===== config.mk =====
export PLATFORM = sky130hd
export DESIGN_NAME = gbd_ctrl
export DESIGN_NICKNAME = d
export VERILOG_FILES = /design/src/rtl/gbd_pkg.sv /design/src/rtl/gbd_ctrl.sv
export SDC_FILE = /design/constraint.sdc
export NUM_CORES = 1
export LEC_CHECK = 0
export BUFFER_PORTS_ARGS = -buffer_cell sky130_fd_sc_hd__buf_2
export CORE_AREA = 3 3 40 42
export DETAILED_ROUTE_END_ITERATION = 10
export DIE_AREA = 0 0 43 45
export SLEW_MARGIN = 20
export SYNTH_ARGS = -nofsm -noshare
export SYNTH_HDL_FRONTEND = slang
export SYNTH_SLANG_ARGS = --single-unit

===== constraint.sdc =====
create_clock -name clk_i -period 2.3 [get_ports clk_i]
set_input_delay 0.345 -clock clk_i [delete_from_list [all_inputs] [get_ports clk_i]]
set_output_delay 0.345 -clock clk_i [all_outputs]
set_load 0.02 [all_outputs]

===== src/rtl/gbd_pkg.sv =====
// Shared constants, register indexes and controller/datapath interface types.
package gbd_pkg;

  localparam int unsigned MaxBinsDefault = 512;

  // Configuration port
  localparam int unsigned CfgW    = 13;
  localparam int unsigned CfgIdxW = 2;
  localparam logic [CfgIdxW-1:0] CFG_IMAGE_WIDTH  = 2'd0;
  localparam logic [CfgIdxW-1:0] CFG_IMAGE_HEIGHT = 2'd1;
  localparam logic [CfgIdxW-1:0] CFG_SCALE_FACTOR = 2'd2;

  localparam logic [CfgW-1:0] WidthReset  = 13'd320;
  localparam logic [CfgW-1:0] HeightReset = 13'd240;
  localparam logic [4:0]      ScaleReset  = 5'd2;
  localparam logic [CfgW-1:0] DimMax      = 13'd4096;
  localparam logic [4:0]      ScaleMax    = 5'd16;

  // Luma weights, sum to 65536
  localparam logic [15:0] LumaCoefR = 16'd19595;
  localparam logic [15:0] LumaCoefG = 16'd38470;
  localparam logic [15:0] LumaCoefB = 16'd7471;

  localparam int unsigned PixW  = 8;
  localparam int unsigned PosW  = 12;
  localparam int unsigned SubW  = 4;
  localparam int unsigned RigW  = 5;
  localparam int unsigned SumW  = 16;
  localparam int unsigned DivW  = 9;
  localparam int unsigned ColW  = 9;
  localparam int unsigned StepW = 4;
  localparam int unsigned DivSteps = SumW;

  typedef struct packed {
    logic accept;
    logic prod_en;
    logic sum_en;
    logic div_step;
    logic out_load;
  } gbd_cmd_t;

  typedef struct packed {
    logic emit;
    logic out_busy;
  } gbd_status_t;

endpackage


===== src/rtl/gbd_ctrl.sv =====
// Controller: luma and accumulate per request; divide and output when it closes a block.
module gbd_ctrl (
  input  logic                 clk_i,
  input  logic                 rst_ni,
  input  logic                 in_valid_i,
  output logic                 in_ready_o,
  input  gbd_pkg::gbd_status_t status_i,
  output gbd_pkg::gbd_cmd_t    cmd_o
);
  import gbd_pkg::*;

  typedef enum logic [2:0] {
    S_IDLE,
    S_PROD,
    S_SUM,
    S_DIV,
    S_OUT
  } state_e;

  state_e           state_q, state_d;
  logic [StepW-1:0] step_q, step_d;
  logic             in_ready_q;
  logic             accept;

  assign accept = in_valid_i && in_ready_q;

  always_comb begin
    state_d = state_q;
    step_d  = step_q;
    cmd_o   = '0;
    unique case (state_q)
      S_IDLE: begin
        cmd_o.accept = accept;
        if (accept) state_d = S_PROD;
      end
      S_PROD: begin
        cmd_o.prod_en = 1'b1;
        state_d = S_SUM;
      end
      S_SUM: begin
        cmd_o.sum_en = 1'b1;
        step_d = '0;
        state_d = status_i.emit ? S_DIV : S_IDLE;
      end
      S_DIV: begin
        cmd_o.div_step = 1'b1;
        step_d = step_q + StepW'(1);
        if (step_q == StepW'(DivSteps - 1)) state_d = S_OUT;
      end
      S_OUT: begin
        // wait until the result register can take the new result
        cmd_o.out_load = !status_i.out_busy;
        if (!status_i.out_busy) state_d = S_IDLE;
      end
      default: state_d = S_IDLE;
    endcase
  end

  always_ff @(posedge clk_i or negedge rst_ni) begin
    if (!rst_ni) begin
      state_q    <= S_IDLE;
      step_q     <= '0;
      in_ready_q <= 1'b1;
    end else begin
      state_q    <= state_d;
      step_q     <= step_d;
      in_ready_q <= (state_d == S_IDLE);
    end
  end

  assign in_ready_o = in_ready_q;

endmodule


After elaboration in Yosys (flattened, before gate mapping). Index checks and enable logic that the tools add are counted.

$add $sub $neg: 1. Multiplexer cells: 11. Reduce and logical (&&, ||, !) cells: 5. Equal/unequal tests: 5.

Operators by type and width (count): one-hot mux 3 bit (5 select lines) (1); 2-to-1 mux 3 bit (3); one-hot mux 4 bit (2 select lines) (1); == test 3 x 2 -> 1 bit, second input constant (2); zero test 3 bit (2); 2-to-1 mux 1 bit (5); adder 4 x 1 -> 4 bit, second input constant (1); == test 4 bit, second input constant (1); == test 3 x 1 -> 1 bit, second input constant (1); == test 3 bit, second input constant (1); 2-to-1 mux 2 bit (1); nonzero test 2 bit (1); logical AND 1 bit (1); zero test 1 bit (1).

Word-level logic and storage cells: 25. Bits in registers: 8.

Longest topological paths before layout. Gate-level depths: netlist of run 1.

Word-level depth: 4. Depth in mapped cells: 5. Gate-level depth less buffers: 4.

Worst setup path after synthesis of run 1. No wires, ideal clock.

Kind: register to output. From: register state_q[0]. To: output port cmd_o[0] (netlist bit). Data arrival time: 1366 ps. Stages on the path, launching flop included: 3. Path slack: 589 ps. Required time: 1955 ps. Cells stage by stage: dfrtp_1 -> clkbuf_1 -> nor4b_1.

RTL lines: from (decl) (line gbd_ctrl.sv:20) `state_e state_q, state_d;`; from (signal assigned) (line gbd_ctrl.sv:65) `state_q <= state_d;`; to (decl) (line gbd_ctrl.sv:8) `output gbd_pkg::gbd_cmd_t cmd_o`.

==> results.env, run 1 <==
FINAL_CELL_MIX='10 x sky130_fd_sc_hd__buf_2, 7 x sky130_fd_sc_hd__dfrtp_1, 6 x sky130_fd_sc_hd__nand2_1, 4 x sky130_fd_sc_hd__nand3_1'
SYNTH.AREA.TOP_CELLS='sky130_fd_sc_hd__dfrtp_1 41%, sky130_fd_sc_hd__dfstp_2 6.1%, sky130_fd_sc_hd__nand2_1 5.2%, sky130_fd_sc_hd__nand3b_1 5.2%, sky130_fd_sc_hd__nand3_1 4.7%'
WORST_VOLTAGE_DROP_ACROSS_THE_VDD_GRID_V=0.000667
FINISH.NET_COUNT=63
SW_FRAC_OF_TOTAL=0.428
CRIT_BUF_INV=1
NUMPORTBUFFERS=10
SYNTHMUXAREASHARE=0.0233
WORSTSETUPSTARTPOINTTYPE='register'
FIN_SKEW_NS=0.0101
SYN_AREA_SQ_UM=430
SYNTH_AREA_PER_CELL_SQ_UM=9.78
RR_STARTPOINT='state_q[2]'
CLK_SLEW_ON_WORST_S_H_PATHS_NS=0.05
TIMING.CRITICAL_PATH.SLOWEST_CELL_DELAY_NS=0.45
HTREEDEPTH=1
ROUTE.DETAILED.WL_PER_INST_UM=12.9
DRC_ERRORS=0
FILLCELLCOUNT=134
GPL.FINAL_WEIGHTED_CONGESTION=0.765
SYNTH.YOSYS.SEQ_AREA_SHARE=0.468
DESIGN.DIE.AREA_SQ_MM=0.00194
NETLIST_INSTANCES=44
DPL.HPWL_UM=648
GRT_FIRST_PASS_WIRELENGTH_MM=1.53
LAYOUT.CELLS.MOST_COMMON='sky130_fd_sc_hd__buf_2'
CTS_TREE='built'
DRT_WL_TOTAL_UM=915
FLOORPLAN.INITIALDENSITY=0.335
ANTENNA_CELLS_INSERTED=0
SETUP_VIOL=0
SYNTHESIZED_AREA_FRACTION_OCCUPIED_BY_XOR_AND_XNOR_CELLS=0
NUM_VIAS=357
GLOBAL_ROUTE.OVERFLOW_TOTAL=0
CTS.SINKS=8
SYNTH_COMPOUND_AREA_FRAC=0.134
YS_DOMINANT_REG_CELL='sky130_fd_sc_hd__dfrtp_1'
FAMILY_WITH_THE_MOST_DELAY_ON_THE_WORST_PATH='flip-flops'
CAP_VIOLATIONS=0
TNS_NS=0
SYNTHESIZED_AREA_FRACTION_OCCUPIED_BY_AND_OR_NAND_NOR_CELLS=0.285
RUN_STATUS='complete, no violations'
CLOCK_TREE.BUFFER_DEPTH=2
CP-STARTPOINT='state_q[2]'
AREA_GROWTH_FROM_SYNTHESIS_TO_LAYOUT_PCT=19.2
CRIT_ARRIVAL_NS=1.34
DRIVE_ABOVE_1_SHARE=0.250
SYNTH_TOP_FAMILY_BY_AREA='simple AND/OR/NAND/NOR gates'
SLEW_HEADROOM=0.738
POSTPLACECELLAREA_SQ_UM=477
CRIT_CHAIN='nand3b_1 -> nor3_1 -> buf_2'
FINAL_ANTENNA_NET_COUNT=0
CLOCKROOTBUFFER='sky130_fd_sc_hd__clkbuf_4'
SETUP_WS_NS=0.614
MIN_FROM='status_i[0]'
FIRST_GLOBAL_VIAS=352
POST_SYNTH_NUM_CELL_TYPES=25
CLKLATENCYLATEPIN_NS=0.27
FINISH.INSTANCE_AREA_SQ_UM=513
RSZ_0062_RAISED_AFTER_GLOBAL_ROUTING='false'
SWITCHING_POWER_uW=265
SYNTH_EDF_COUNT=0
POST_CTS_BUFFERS=0
HOLDCRITPATHCLASS='in -> reg'
TOTAL_POWER_uW=620
BOUNDARYPINS=11
TIMING_HOLD_VIOLATIONS_FINAL=0
POSTCTSRESIZEDCELLS=0
GRT_USAGE=0.117
DIE_WIDTH_UM=43
LAYOUT_MIN_CYCLE_TIME_NS=1.69
PROPORTION_OF_NETLIST_AREA_HELD_BY_THE_LARGEST_AREA_CONTRIBUTOR=0.407
SEQPWRFRAC=0.434
ASYNCSETRESETFLOPFRACSYNTH=1.00
FIN_CRIT_SH=0.733
GRT_START_MAX_NET_PINS=15
CRIT_TYPE='reg -> out'
YS.WARNINGS.COUNT=0
P_LEAK_nW=0.240
CORE-AREA_SQ_MM=0.00128
POWER_REPORT.INTERNAL_TOTAL_uW=355
MAX_FREQ_GHz=0.593
POST-PLACE-WS_NS=0.888
WORST_SLEW_PIN_TRAN_NS=0.393
SHARE_COMB_OF_TOTAL_POWER=0.373
ANTENNA_VIOLATIONS_BEFORE_REPAIR=0
TRITONCTS.NUM_BUFFERS=3
SYNTH_NETS=50
CTS.HOLD.BUFFERS_ADDED=1
P_PER_AREA_mW_PER_MM2=1210
HIGHEST_NET_FANOUT_ALONG_THE_WORST_PATH=9
DIE_HEIGHT_UM=45
YOSYS.AREA_SHARE.ADDER=0.0291
POST_DRT_VIA_CELL_RATIO=5.03
DETAILEDROUTE.FIRSTITERATIONVIOLATIONS=6
TIMING.CRITICAL_PATH.TO_TYPE='primary output'
CRIT_PATH_SLOWEST_CELL='sky130_fd_sc_hd__dfrtp_1'
POWER_FRAC_CLOCK=0.193
FIRST_PASS_ITERS=4
FLOORPLAN.ROWS=13
TIMING_MAX_TRANSITION_VIOLATIONS_FINAL=0
NETLIST.TOP_CELL.BY_AREA='sky130_fd_sc_hd__dfrtp_1'
SYNTH_SEQ_CELLS=8
CP.REQUIRED_NS=1.96
==> metrics by stage <==
step	util	instances	hold slack [ns]
floorplan	-	44	0.0494
global placement	0.371	66	0.203
detailed placement	0.371	66	0.200
CTS	0.399	71	0.391
global route	0.399	71	0.399
finish	0.399	71	0.406
==> Yosys cell counts (2+ instances only) <==
master and count:
sky130_fd_sc_hd__dfrtp_1 7, sky130_fd_sc_hd__nand2_1 6, sky130_fd_sc_hd__nand3_1 4, sky130_fd_sc_hd__nand3b_1 3
sky130_fd_sc_hd__nor2_1 2, sky130_fd_sc_hd__nor3_1 2, sky130_fd_sc_hd__nor3b_1 2
==> power groups by stage <==
stage | Sequential [mW] | Clock, mW | Combinational [mW]
3_3_place_gp | 0.268 | 0 | 0.230
6_report | 0.269 | 0.120 | 0.231
2_1_floorplan | 0.236 | 0 | 0.224
4_1_cts | 0.268 | 0.125 | 0.235
3_5_place_dp | 0.270 | 0 | 0.230
5_1_grt | 0.279 | 0.132 | 0.263
==> area by class of cell <==
cell class	count	area [sq um]	share of cell area
clock buffer	4	26.3	0.0512
inverter	1	3.75	0.00732
timing repair buffer	11	60.1	0.117
tap	15	18.8	0.0366
sequential	8	201	0.393
multi-input combinational	32	203	0.395
==> sequential cells by signal, summed over array words and instances (netlist names) <==
name	flops
step_q	4
in_ready_o	1
state_q	3
==> cell families after synthesis <==
logic type,count (synthesis)
buf+inv,4
compound gates,8
fa+ha+maj,1
simple gates,22
mux,1
flops,8
==> tightest hold or removal path: stages <==
cell and delay, ns:
sky130_fd_sc_hd__buf_2 0.10, sky130_fd_sc_hd__nand2_1 0.09, sky130_fd_sc_hd__o32ai_1 0.08
==> final timing paths <==
check                        endpoint  slack [ns]  depth (start not counted)
min in group asynchronous   step_q[3]        0.45                          2
min reg2reg                 step_q[1]        0.53                          2
max                          cmd_o[4]        0.61                          3
min                        state_q[2]        0.41                          3
max in group asynchronous  in_ready_o        1.60                          2
max reg2reg                 step_q[3]        0.89                          3
==> per-layer routing <==
metal / track usage / up-vias / wire (um)
met5: 0 / - / 0
met4: 0.127 / 0 / 21
met3: 0.0757 / 4 / 71
met2: 0.132 / 14 / 381
met1: 0.136 / 157 / 441
li1: - / 182 / -
No activity file was read; power rests on OpenSTA's default activity.
==> run 2: changes to the inputs <==
clock period = 1.45 ns   (was 2.3 ns; I/O delays follow)
==> results.env, run 2 (same netlist as run 1, synthesis figures left out) <==
NUM_VIAS=386
FINISH.NET_COUNT=68
CRIT_CHAIN='nand3b_1 -> nor3_2 -> buf_4'
DRC_ERRORS=0
FIN_SKEW_NS=0.0138
DESIGN.DIE.AREA_SQ_MM=0.00194
CLOCKROOTBUFFER='sky130_fd_sc_hd__clkbuf_4'
LARGEST_REGISTER_FFS=4
TOTAL_POWER_mW=1.08
TIMING.CRITICAL_PATH.TO_TYPE='primary output'
POST_DRT_VIA_CELL_RATIO=5.08
GRT_START_MAX_NET_PINS=15
REG2REG_DEPTH=3
WHS_PATH_DEPTH=3
CAP_VIOLATIONS=0
CLK_SLEW_ON_WORST_S_H_PATHS_NS=0.06
SETUP_WS_NS=-0.00112
ROUTE.DETAILED.WL_PER_INST_UM=12.5
ANTENNA_VIOLATIONS_BEFORE_REPAIR=0
LAYOUT.CORE_UTILIZATION=0.444
RUN_STATUS='finished, violations left'
DETAILEDROUTE.FIRSTITERATIONVIOLATIONS=5
CP.REQUIRED_NS=1.23
SLEW_HEADROOM=0.838
CTS_TREE='built'
CRIT_ARRIVAL_NS=1.23
DIE_WIDTH_UM=43
CORE-AREA_SQ_MM=0.00128
GLOBAL_ROUTE.OVERFLOW_TOTAL=0
RSZ_0062_RAISED_AFTER_GLOBAL_ROUTING='true'
FIN_CRIT_SH=1.00
CLOCK_TREE.BUFFER_DEPTH=2
GRT_USAGE=0.112
ANTENNA_CELLS_INSERTED=0
FIRST_PASS_ITERS=5
GPL.FINAL_WEIGHTED_CONGESTION=0.681
P_PER_AREA_mW_PER_MM2=1890
FLOORPLAN.INITIALDENSITY=0.335
FINAL_ANTENNA_NET_COUNT=0
AREA_GROWTH_FROM_SYNTHESIS_TO_LAYOUT_PCT=32.6
CTS.SINKS=8
BOUNDARYPINS=11
WORST_VOLTAGE_DROP_ACROSS_THE_VDD_GRID_V=0.000961
LAYOUT_MIN_CYCLE_TIME_NS=1.45
CRIT_TYPE='reg -> out'
TRITONCTS.NUM_BUFFERS=3
FIRST_GLOBAL_VIAS=354
LARGEST-REGISTER='step_q'
LAYOUT.AREA.SEQ_SQ_UM=205
SETUP_VIOL=1
AREA_OF_THE_MULTI_INPUT_GATES_SQ_UM=219
GRT_FIRST_PASS_WIRELENGTH_MM=1.52
LAYOUT.CELLS.MOST_COMMON='sky130_fd_sc_hd__buf_2'
P_LEAK_nW=0.265
WORST_SLEW_PIN_TRAN_NS=0.242
HIGHEST_NET_FANOUT_ALONG_THE_WORST_PATH=5
DIE_HEIGHT_UM=45
WORSTSETUPSTARTPOINTTYPE='register'
NUMPORTBUFFERS=10
CLKLATENCYLATEPIN_NS=0.26
TIMING_MAX_TRANSITION_VIOLATIONS_FINAL=0
CRIT_PATH_SLOWEST_CELL='sky130_fd_sc_hd__dfrtp_2'
VIOLATIONS='negative setup slack'
DRT_WL_TOTAL_UM=949
FINAL_CELL_MIX='9 x sky130_fd_sc_hd__buf_2, 6 x sky130_fd_sc_hd__nand2_1, 5 x sky130_fd_sc_hd__buf_4, 4 x sky130_fd_sc_hd__nand3_1, 4 x sky130_fd_sc_hd__dfrtp_1'
DRIVE_ABOVE_1_SHARE=0.410
MAX_FREQ_GHz=0.689
TIMING_HOLD_VIOLATIONS_FINAL=0
TIMING.CRITICAL_PATH.SLOWEST_CELL_DELAY_NS=0.43
FLOORPLAN.ROWS=13
FILLCELLCOUNT=132
HOLDCRITPATHCLASS='in -> reg'
DPL.HPWL_UM=645
HTREEDEPTH=1
==> run 2: changes by cell type in the layout (fill, tap and decap cells not counted), sizes merged <==
| cell | change |
|---|---|
| buf | +4 |
| clkbuf | +1 |
==> run 2: power breakdown <==
part           total (mW)  switching, mW  internal (mW)
logic               0.471          0.254          0.217
registers           0.421          0.108          0.313
clock network       0.188         0.0824          0.106
total                1.08          0.445          0.635
==> run 2: critical path, delay by kind of cell, from the launching register on <==
kind,cells,cell delay (ns)
flops,1,0.43
simple gates,2,0.36
buf+inv,1,0.18
==> run 2: per-layer routing <==
layer / global-route usage / vias to the layer above / wire [um]
li1: - / 196 / -
met5: 0 / - / 0
met4: 0.0542 / 0 / 12
met1: 0.131 / 172 / 456
met2: 0.162 / 16 / 403
met3: 0.0677 / 2 / 77
==> run 2: area by class of cell <==
type	instances	share of cell area
Inverter	1	0.00658
Clock buffer	4	0.0461
Tap cell	15	0.0329
Sequential cell	8	0.360
Timing Repair Buffer	16	0.171
Multi-Input combinational cell	32	0.384
==> run 2: final timing paths <==
path                             start    endpoint  slack (ns)
min in group asynchronous       rst_ni   step_q[2]        0.33
min reg2reg                  step_q[1]   step_q[1]        0.52
max                         state_q[2]    cmd_o[4]      -0.001
max reg2reg                 state_q[2]   step_q[3]        0.20
min                        status_i[0]  state_q[2]        0.27
max in group asynchronous       rst_ni  in_ready_o        0.86
==> run 2: stage by stage <==
stage,area [sq um],cells,setup TNS (ns),hold WS [ns],worst slack [ns]
after global placement,490,67,0,0.0768,0.153
after detailed placement,490,67,0,0.0759,0.153
after floorplan,437,44,0,-0.0781,0.00943
after CTS,538,72,-0.0448,0.257,-0.0448
final,571,76,-0.00112,0.271,-0.00112
after global routing,571,76,-0.113,0.281,-0.0790
==> run 2: what timing repair did <==
item | 4_1_cts | 5_1_grt
hold buffers | 1 | 0
setup endpoints to repair | 4 | 4
pin swaps | 0 | 0
endpoints found under the hold margin | 7 | 0
setup buffers | 0 | 4
resized for setup | 5 | 1
==> run 3: changes to the inputs <==
clock period = 1.81 ns   (was 1.45 ns; I/O delays follow)
==> results.env, run 3 (same netlist as run 1, synthesis figures left out) <==
HIGHEST_NET_FANOUT_ALONG_THE_WORST_PATH=9
DIE_HEIGHT_UM=45
P_LEAK_nW=0.240
FIN_SKEW_NS=0.0123
POST_DRT_VIA_CELL_RATIO=5.24
BOUNDARYPINS=11
SETUP_WS_NS=0.220
HOLDCRITPATHCLASS='in -> reg'
NUM_VIAS=372
CLOCKROOTBUFFER='sky130_fd_sc_hd__clkbuf_4'
LARGEST_REGISTER_FFS=4
RUN_STATUS='complete, no violations'
PLACE.DETAILED.INSTANCES=66
WORSTSETUPSTARTPOINTTYPE='register'
FIN_CRIT_SH=0.879
DRIVE_ABOVE_1_SHARE=0.250
LAYOUT_MIN_CYCLE_TIME_NS=1.59
WORST_VOLTAGE_DROP_ACROSS_THE_VDD_GRID_V=0.000721
AREA_GROWTH_FROM_SYNTHESIS_TO_LAYOUT_PCT=19.2
MAX_FREQ_GHz=0.629
CAP_VIOLATIONS=0
HTREEDEPTH=1
CRIT_PATH_SLOWEST_CELL='sky130_fd_sc_hd__dfrtp_1'
CLOCK_TREE.BUFFER_DEPTH=2
ANTENNA_VIOLATIONS_BEFORE_REPAIR=0
TIMING_HOLD_VIOLATIONS_FINAL=0
POSTPLACECELLAREA_SQ_UM=477
FLOORPLAN.ROWS=13
GRT_USAGE=0.111
FIN_WORST_HOLD_SLACK_NS=0.323
TIMING.CRITICAL_PATH.TO_TYPE='primary output'
GRT_START_MAX_NET_PINS=15
DETAILEDROUTE.FIRSTITERATIONVIOLATIONS=6
LARGEST-REGISTER='step_q'
GPL.FINAL_WEIGHTED_CONGESTION=0.804
TRITONCTS.NUM_BUFFERS=3
TOTAL_POWER_uW=780
POST-PLACE-WS_NS=0.395
FINISH.NET_COUNT=63
FINISH.INSTANCE_AREA_SQ_UM=513
FIRST_PASS_ITERS=4
ANTENNA_CELLS_INSERTED=0
TIMING.CRITICAL_PATH.SLOWEST_CELL_DELAY_NS=0.45
DESIGN.DIE.AREA_SQ_MM=0.00194
CRIT_ARRIVAL_NS=1.32
LAYOUT.CORE_UTILIZATION=0.399
GLOBAL_ROUTE.OVERFLOW_TOTAL=0
LAYOUT.CELLS.MOST_COMMON='sky130_fd_sc_hd__buf_2'
FINAL_CELL_MIX='10 x sky130_fd_sc_hd__buf_2, 7 x sky130_fd_sc_hd__dfrtp_1, 6 x sky130_fd_sc_hd__nand2_1, 4 x sky130_fd_sc_hd__nand3_1'
CP.REQUIRED_NS=1.54
NUMPORTBUFFERS=10
CLKLATENCYLATEPIN_NS=0.26
CRIT_CHAIN='nand3b_1 -> nor3_1 -> buf_2'
P_PER_AREA_mW_PER_MM2=1520
DPL.HPWL_UM=651
ROUTE.DETAILED.WL_PER_INST_UM=13.0
WORST_SLEW_PIN_TRAN_NS=0.388
DRT_WL_TOTAL_UM=925
CLK_SLEW_ON_WORST_S_H_PATHS_NS=0.05
CTS.SINKS=8
FLOORPLAN.INITIALDENSITY=0.335
TNS_NS=0
CRIT_TYPE='reg -> out'
FINAL_ANTENNA_NET_COUNT=0
FINAL_CELL_COUNT_NO_FILL=71
CTS_TREE='built'
RSZ_0062_RAISED_AFTER_GLOBAL_ROUTING='false'
FIRST_GLOBAL_VIAS=350
SLEW_HEADROOM=0.741
DRC_ERRORS=0
TIMING_MAX_TRANSITION_VIOLATIONS_FINAL=0
CORE-AREA_SQ_MM=0.00128
SETUP_VIOL=0
POST_CTS_BUFFERS=0
DIE_WIDTH_UM=43
GRT_FIRST_PASS_WIRELENGTH_MM=1.52
[run 3: final timing paths]
kind,from,to,slack (ns),depth (start not counted)
worst max-delay path,state_q[2],cmd_o[4],0.22,3
worst max register to register,state_q[2],step_q[3],0.40,3
worst min register to register,step_q[0],step_q[0],0.53,1
worst min-delay path,status_i[0],state_q[2],0.32,3
max in group asynchronous,rst_ni,in_ready_o,1.18,2
min in group asynchronous,rst_ni,step_q[2],0.38,2
[run 3: routing by layer]
layer  vias up  part of all wire  global-route usage
met5         -                 0                   0
met4         0             0.014              0.0542
met3         2             0.082              0.0637
met2        14              0.45               0.162
met1       173              0.45               0.131
li1        183                 -                   -
[run 3: final cells by class]
cell class	instances	area (sq um)
flip-flops and latches	8	201
clock buffers	4	26.3
repair buffers	11	60.1
inverters	1	3.75
multi-input cells	32	203
fillers	137	772
well taps	15	18.8
[run 3: power breakdown]
group	switching [mW]	leakage, nW	internal, mW
Clock	0.0632	0.0150	0.0845
Sequential	0.0958	0.103	0.245
Combinational	0.171	0.123	0.120
Total	0.330	0.240	0.450
[run 3: worst max-delay path: cells and delay by family, from the launching register on]
family / cells / cell delay [ns]
buffers and inverters: 1 / 0.21
DFF: 1 / 0.45
and+or+nand+nor: 2 / 0.41
[run 3: what timing repair did]
action / CTS / global route
hold buffers: 1 / 0
hold endpoints to repair: 7 / 0
gates resized for setup: 0 / 0
